--- src/hw/rtl/whrol_pkg.sv ---
// Package for the write history ring with offset lookup.
// Holds the operation codes, the fixed port field widths and the entry and query types.
// No dependencies.
package whrol_pkg;

    localparam int HANDLE_W = 32;
    localparam int SIZE_W   = 16;
    localparam int OFFSET_W = 20;
    localparam int SLOT_W   = 4;

    localparam logic FUNC_ADD  = 1'b0;
    localparam logic FUNC_FIND = 1'b1;

    typedef struct packed {
        logic                occ;
        logic [SLOT_W-1:0]   slot;
        logic [HANDLE_W-1:0] handle;
        logic [SIZE_W-1:0]   size;
    } whrol_ent_t;

    typedef struct packed {
        logic                vld;
        logic                hit;
        logic [OFFSET_W-1:0] rem;
        logic [SLOT_W-1:0]   slot;
        logic [HANDLE_W-1:0] handle;
    } whrol_qry_t;

endpackage

--- src/hw/rtl/write_history_ring_with_offset_lookup_core.sv ---
// A ring of the most recent DEPTH writes, each a buffer handle and a byte size. An add
// transaction stores an entry and returns its result in the cycle after acceptance; when the ring
// is full the oldest entry is overwritten and reported as evicted. A find transaction treats
// the held entries, oldest first, as one byte stream, skipping entries with a zero handle or
// size, and returns the slot, handle and in-entry offset of the byte asked for. Entries sit in
// a chain of cells ordered by age; a find query moves one cell per cycle, and its result is
// registered after the last cell. One transaction is processed at a time, and a new one is
// accepted in the cycle the previous result is taken. Reset empties the ring at once.
// Depends on whrol_pkg and whrol_cell.
module write_history_ring_with_offset_lookup_core
    import whrol_pkg::*;
#(
    parameter int DEPTH       = 10,
    parameter int SIZE_BITS   = 16,
    parameter int HANDLE_BITS = 32
) (
    input  logic                aclk,
    input  logic                aresetn,
    input  logic                s_valid,
    output logic                s_ready,
    input  logic                s_func,
    input  logic [HANDLE_W-1:0] s_entry_handle,
    input  logic [SIZE_W-1:0]   s_entry_size,
    input  logic [OFFSET_W-1:0] s_stream_offset,
    output logic                m_valid,
    input  logic                m_ready,
    output logic                m_found,
    output logic [SLOT_W-1:0]   m_found_slot,
    output logic [HANDLE_W-1:0] m_found_handle,
    output logic [SIZE_W-1:0]   m_offset_in_entry,
    output logic                m_evicted,
    output logic [HANDLE_W-1:0] m_evicted_handle,
    output logic [SIZE_W-1:0]   m_evicted_size
);

    localparam int HW = (HANDLE_BITS < HANDLE_W) ? HANDLE_BITS : HANDLE_W;
    localparam int SW = (SIZE_BITS < SIZE_W) ? SIZE_BITS : SIZE_W;
    localparam int CW = $clog2(DEPTH + 1);
    localparam int IW = $clog2(DEPTH);

    logic [CW-1:0] count_reg;
    logic [IW-1:0] ins_reg;
    logic          busy_reg;
    logic          m_valid_reg;

    logic                found_reg;
    logic [SLOT_W-1:0]   found_slot_reg;
    logic [HANDLE_W-1:0] found_handle_reg;
    logic [SIZE_W-1:0]   offset_reg;
    logic                evicted_reg;
    logic [HANDLE_W-1:0] ev_handle_reg;
    logic [SIZE_W-1:0]   ev_size_reg;

    logic       acc;
    logic       add_acc;
    logic       find_acc;
    logic       full;
    whrol_ent_t new_ent;
    whrol_ent_t ent_out [DEPTH];
    whrol_ent_t ent_in  [DEPTH];
    logic       ent_we  [DEPTH];
    whrol_qry_t q_chain [DEPTH+1];
    whrol_qry_t q_last;

    assign s_ready  = !busy_reg && (!m_valid_reg || m_ready);
    assign acc      = s_valid && s_ready;
    assign add_acc  = acc && (s_func == FUNC_ADD);
    assign find_acc = acc && (s_func == FUNC_FIND);
    assign full     = (count_reg == CW'(DEPTH));

    always_comb begin
        new_ent.occ    = 1'b1;
        new_ent.slot   = SLOT_W'(ins_reg);
        new_ent.handle = HANDLE_W'(s_entry_handle[HW-1:0]);
        new_ent.size   = SIZE_W'(s_entry_size[SW-1:0]);
    end

    always_comb begin
        q_chain[0].vld    = find_acc;
        q_chain[0].hit    = 1'b0;
        q_chain[0].rem    = s_stream_offset;
        q_chain[0].slot   = '0;
        q_chain[0].handle = '0;
    end

    for (genvar j = 0; j < DEPTH; j++) begin : g_cell
        if (j < DEPTH - 1) begin : g_mid
            assign ent_in[j] = full ? ent_out[j+1] : new_ent;
        end else begin : g_end
            assign ent_in[j] = new_ent;
        end
        assign ent_we[j] = add_acc && (full || (count_reg == CW'(j)));

        whrol_cell u_cell (
            .aclk    (aclk),
            .aresetn (aresetn),
            .ent_we  (ent_we[j]),
            .ent_in  (ent_in[j]),
            .ent_out (ent_out[j]),
            .q_in    (q_chain[j]),
            .q_out   (q_chain[j+1])
        );
    end

    assign q_last = q_chain[DEPTH];

    always_ff @(posedge aclk) begin
        if (!aresetn) begin
            count_reg   <= '0;
            ins_reg     <= '0;
            busy_reg    <= 1'b0;
            m_valid_reg <= 1'b0;
        end else begin
            if (m_valid_reg && m_ready) begin
                m_valid_reg <= 1'b0;
            end
            if (add_acc) begin
                m_valid_reg <= 1'b1;
                ins_reg     <= (ins_reg == IW'(DEPTH - 1)) ? '0 : ins_reg + IW'(1);
                if (!full) begin
                    count_reg <= count_reg + CW'(1);
                end
            end
            if (find_acc) begin
                busy_reg <= 1'b1;
            end
            if (q_last.vld) begin
                busy_reg    <= 1'b0;
                m_valid_reg <= 1'b1;
            end
        end
    end

    always_ff @(posedge aclk) begin
        if (add_acc) begin
            found_reg        <= 1'b0;
            found_slot_reg   <= '0;
            found_handle_reg <= '0;
            offset_reg       <= '0;
            evicted_reg      <= full;
            ev_handle_reg    <= full ? ent_out[0].handle : '0;
            ev_size_reg      <= full ? ent_out[0].size : '0;
        end else if (q_last.vld) begin
            found_reg        <= q_last.hit;
            found_slot_reg   <= q_last.hit ? q_last.slot : '0;
            found_handle_reg <= q_last.hit ? q_last.handle : '0;
            offset_reg       <= q_last.hit ? q_last.rem[SIZE_W-1:0] : '0;
            evicted_reg      <= 1'b0;
            ev_handle_reg    <= '0;
            ev_size_reg      <= '0;
        end
    end

    assign m_valid           = m_valid_reg;
    assign m_found           = found_reg;
    assign m_found_slot      = found_slot_reg;
    assign m_found_handle    = found_handle_reg;
    assign m_offset_in_entry = offset_reg;
    assign m_evicted         = evicted_reg;
    assign m_evicted_handle  = ev_handle_reg;
    assign m_evicted_size    = ev_size_reg;

endmodule

--- src/hw/rtl/whrol_cell.sv ---
// One cell of the age-ordered entry chain: one stored entry and one stage of the find query.
// Depends on whrol_pkg.
module whrol_cell
    import whrol_pkg::*;
(
    input  logic       aclk,
    input  logic       aresetn,
    input  logic       ent_we,
    input  whrol_ent_t ent_in,
    output whrol_ent_t ent_out,
    input  whrol_qry_t q_in,
    output whrol_qry_t q_out
);

    whrol_ent_t ent_reg;
    whrol_qry_t q_reg;
    whrol_qry_t q_next;
    logic       live;

    assign live = ent_reg.occ && (ent_reg.handle != '0) && (ent_reg.size != '0);

    always_comb begin
        q_next = q_in;
        if (q_in.vld && !q_in.hit && live) begin
            if (q_in.rem < OFFSET_W'(ent_reg.size)) begin
                q_next.hit    = 1'b1;
                q_next.slot   = ent_reg.slot;
                q_next.handle = ent_reg.handle;
            end else begin
                q_next.rem = q_in.rem - OFFSET_W'(ent_reg.size);
            end
        end
    end

    always_ff @(posedge aclk) begin
        if (!aresetn) begin
            ent_reg <= '0;
            q_reg   <= '0;
        end else begin
            if (ent_we) begin
                ent_reg <= ent_in;
            end
            q_reg <= q_next;
        end
    end

    assign ent_out = ent_reg;
    assign q_out   = q_reg;

endmodule

--- config.mk ---
export PLATFORM = sky130hd
export DESIGN_NAME = write_history_ring_with_offset_lookup_core
export DESIGN_NICKNAME = d
export VERILOG_FILES = /design/src/hw/rtl/whrol_pkg.sv /design/src/hw/rtl/write_history_ring_with_offset_lookup_core.sv /design/src/hw/rtl/whrol_cell.sv
export SDC_FILE = /design/constraint.sdc
export NUM_CORES = 2
export LEC_CHECK = 0
export BUFFER_PORTS_ARGS = -buffer_cell sky130_fd_sc_hd__buf_2
export CAP_MARGIN = 0
export CORE_MARGIN = 5
export CORE_UTILIZATION = 60
export DETAILED_ROUTE_END_ITERATION = 10
export PLACE_DENSITY = 0.74
export SLEW_MARGIN = 20
export SYNTH_ARGS = -nofsm -noshare
export SYNTH_HDL_FRONTEND = slang
export SYNTH_SLANG_ARGS = --single-unit
--- constraint.sdc ---
create_clock -name aclk -period 3.4 [get_ports aclk]
set_input_delay 0.17 -clock aclk [delete_from_list [all_inputs] [get_ports aclk]]
set_output_delay 0.17 -clock aclk [all_outputs]
set_load 0.1 [all_outputs]
==> summary.md <==
| Metric | Value |
|---|---|
| Core footprint | `88600 sq um` |
| Yosys reg bits | `1218` |
| Final Hold Violating Endpoints | `0` |
| Sw frac | `23.9%` |
| Top cells by count, synth | `dfxtp_1, nor2_1, a21oi_1` |
| Cell area after layout | `60500 sq um` |
| CP max FO | `25` |
| Max_cap viols | `0` |
| Leading area contributor after synthesis | `dfxtp_1` |
| Die Ht | `309 microns` |
| Vias/cell | `5.93` |
| Width of the die | `309 microns` |
| Pre-Repair DR Iteration Count | `5` |
| Most frequent CP cell | `a31oi_2` |
| Distinct cells, synth | `101` |
| Gp weighted congestion | `0.889` |
| Worst-Skew Late Latency | `0.71 ns` |
| Largest net degree at the start of global routing | `116` |
| Sequential share of power | `48.4%` |
| CP Buf/Inv Count | `2` |
| Reg2reg end | `g_cell[0].u_cell.q_out[47]` |
| Die Footprint | `95700 sq um` |
| Power Density | `499 nW/um^2` |
| FP Rows | `109` |
| Synth area leaders | `dfxtp_1, mux2i_1, nor2_1` |
| Cell-internal power | `23.0 mW` |
| Number of fillers in the final layout | `6936` |
| Number of global-route vias before repair | `40.3k` |
| Largest stage delay, worst path | `0.55 ns` |
| Worst slew margin | `48.3%` |
| Clock sinks | `1218` |
| Starting density of the core | `60.7%` |
| Area grow syn2layout | `12.6%` |
| Total grt overflow | `0` |
| Max frequency | `311 MHz` |
| Max-slew violations | `0` |
| GRT Util Overall | `27.9%` |
| CP Cell Sequence | `ha_1, fa_1, nor2b_1, o31a_1, o221ai_2, a31oi_2, o211ai_2, a31oi_2, buf_12, nand4b_1, o21ai_0, dlygate4sd3_1` |
| Post-route DRC violation count | `0` |
| Syn_nets | `6257` |
| Cell family with most CP delay | `compound AO/OA/AOI/OAI gates` |
| Netlist Area Pre-Place | `53800 sq um` |
| I/O pin count | `177` |
| Tot Pwr | `30.2 mW` |
| Worst Hold End | `ins_reg[0]` |
| Combinational Power Share | `7.3%` |
| Synth Area per Inst | `8.95 sq um` |
| Dpl cell area | `55700 sq um` |
| Peak supply drop | `467 uV` |
| Final Critical Period | `3.22 ns` |
| Max reg flops | `576` |
| Most frequent cell after synthesis | `dfxtp_1` |
| First DRT Iteration DRCs | `4114` |
| RR Startpoint | `g_cell[0].u_cell.ent_out[0]` |
| Worst Path Required | `4.05 ns` |
| R2r setup slk | `0.18 ns` |
| PortBufs | `176` |
| Clk root buf | `clkbuf_16` |
| Least-Margin Pin Slew | `0.775 ns` |
| Worst Setup Start Kind | `flop` |
| Critical Path Slowest Stage Cell | `dlygate4sd3_1` |
| Fin crit share | `94.7%` |
| First-pass GRT wire length | `221 mm` |
| Nets@finish | `6296` |
| Hold crit path type | `input port to flop` |
| Setup tns final | `0 ns` |
| Setup violators final | `0` |
| Antenna violations before repair | `2` |
| Reg2Reg Depth | `12` |
| Placed wire-length estimate | `96.3 mm` |
| Seq/Total Area, Yosys | `46.3%` |
| Clock Tree Buf Depth | `3` |
| Pleak | `22.4 nW` |
| TritonCTS clock tree | `yes` |
| Outcome | `completed` |
| H-tree depth | `3` |
| Hold_sp | `s_func` |
| TritonCTS Buffers | `120` |
| Vias after detailed routing | `43.4k` |
| Crit path kind | `flop to flop` |
| Most used DFF post-synth | `dfxtp_1` |
| Yosys warning count | `0` |
| Share of layout cells above drive strength 1 | `8.84%` |
| Crit path DAT | `3.87 ns` |
| Post-synth EDFFs | `49` |
| Hold path depth | `4` |
| Total Routed Length | `138 mm` |
| DR WL/cell | `18.9 microns` |
| Critical Path End Type | `flop` |
| ANT nets after route | `0` |
| Clock network fraction of design power | `44.2%` |
| Clock edge transition at the registers on the reported setup and hold paths | `0.06 ns` |
| Fraction of registers with async set/reset | `0%` |
| Sw Pwr | `7.23 mW` |
| Cells after Synth | `6010` |
| Clock Skews | `0.0494 ns` |
| Yosys top cell area share | `43.5%` |
-- layout make-up --
cell class | instances | area, sq um | area share [%]
multi-input cells | 4150 | 26400 | 43.7
flip-flops and latches | 1218 | 24900 | 41.1
clock buffers | 178 | 3610 | 5.96
repair buffers | 342 | 2860 | 4.73
well taps | 1165 | 1460 | 2.41
inverters | 217 | 826 | 1.36
clock inverters | 46 | 453 | 0.748
diodes | 2 | 5.00 | 0.00827
-- worst max path at each step --
stage                                            from                          to  slack, ns  cells after the start
after global routing      g_cell[0].u_cell.ent_out[0]  g_cell[0].u_cell.q_out[47]     -0.003                     12
final                     g_cell[0].u_cell.ent_out[0]  g_cell[0].u_cell.q_out[47]       0.18                     12
after floorplan                               m_valid                   m_evicted       0.08                      7
after CTS                 g_cell[0].u_cell.ent_out[0]  g_cell[0].u_cell.q_out[47]       0.05                     12
after global placement     g_cell[8].u_cell.q_out[36]   g_cell[9].u_cell.q_out[1]       0.31                     12
after detailed placement  g_cell[4].u_cell.ent_out[2]  g_cell[4].u_cell.q_out[30]       0.29                     11
-- per-stage QoR --
| step | utilization (%) | worst slack (ns) | cells | hold WS (ns) |
|---|---|---|---|---|
| 3_3_place_gp | 62.8 | 0.314 | 7014 | 0.421 |
| 5_1_grt | 68.3 | -0.00300 | 7317 | 0.0369 |
| 3_5_place_dp | 62.8 | 0.292 | 7014 | 0.423 |
| 2_1_floorplan | - | 0.0795 | 6010 | 0.306 |
| 4_1_cts | 68.3 | 0.0487 | 7316 | 0.00584 |
| 6_report | 68.3 | 0.180 | 7318 | 0.0635 |
-- routing by layer --
metal / GRT usage [%] / routed length, microns
met2: 41.0 / 57500
met1: 43.2 / 67500
met3: 4.01 / 10400
met5: 0 / 0
met4: 7.09 / 2960
-- cell families (layout without fill, tap and decap cells) --
| group | count (synthesis) | after routing | synth area share, % |
|---|---|---|---|
| simple gates | 1881 | 1881 | 15.9 |
| other cells | 0 | 2 | 0 |
| xor+xnor | 117 | 117 | 1.91 |
| fa+ha+maj | 174 | 174 | 4.19 |
| compound gates | 1538 | 1538 | 18.7 |
| flops | 1218 | 1218 | 46.3 |
| mux | 440 | 440 | 8.19 |
| buf+inv | 642 | 783 | 4.91 |
-- power by group through the flow --
stage	registers, mW	clock network [mW]	logic [mW]
global route	14.7	14.2	2.40
global placement	15.0	0	2.07
detailed placement	15.0	0	2.09
CTS	14.6	13.5	2.18
floorplan	15.1	0	1.38
finish	14.6	13.4	2.21
-- cells in the final DEF (no fill, tap or decap), drive strengths merged, types with 43 or more instances in the layout --
master       count
nand4           44
dfxtp         1169
dlygate4sd3     78
nand2b          43
a22o            52
a21oi          654
and2           120
nor4           128
o21ai           88
a211oi         504
ha             164
inv            219
clkbuf         178
edfxtp          49
mux2i          440
xnor2           87
nor2          1091
buf            264
nand2          209
-- worst reg2reg max path, stage by stage, from the launching register on --
cell	delay [ns]
dfxtp_1	0.38
ha_1	0.24
fa_1	0.40
nor2b_1	0.18
o31a_1	0.21
o221ai_2	0.16
a31oi_2	0.24
o211ai_2	0.16
a31oi_2	0.28
buf_12	0.21
nand4b_1	0.10
o21ai_0	0.08
dlygate4sd3_1	0.55
-- what timing repair did --
item                                    4_1_cts  5_1_grt
endpoints found under the setup margin        0        2
hold buffers                                 78        0
endpoints found under the hold margin        81        0
resized for setup                             0        4
setup buffers                                 0        0
Note: power is estimated with default switching activity, not from simulation.
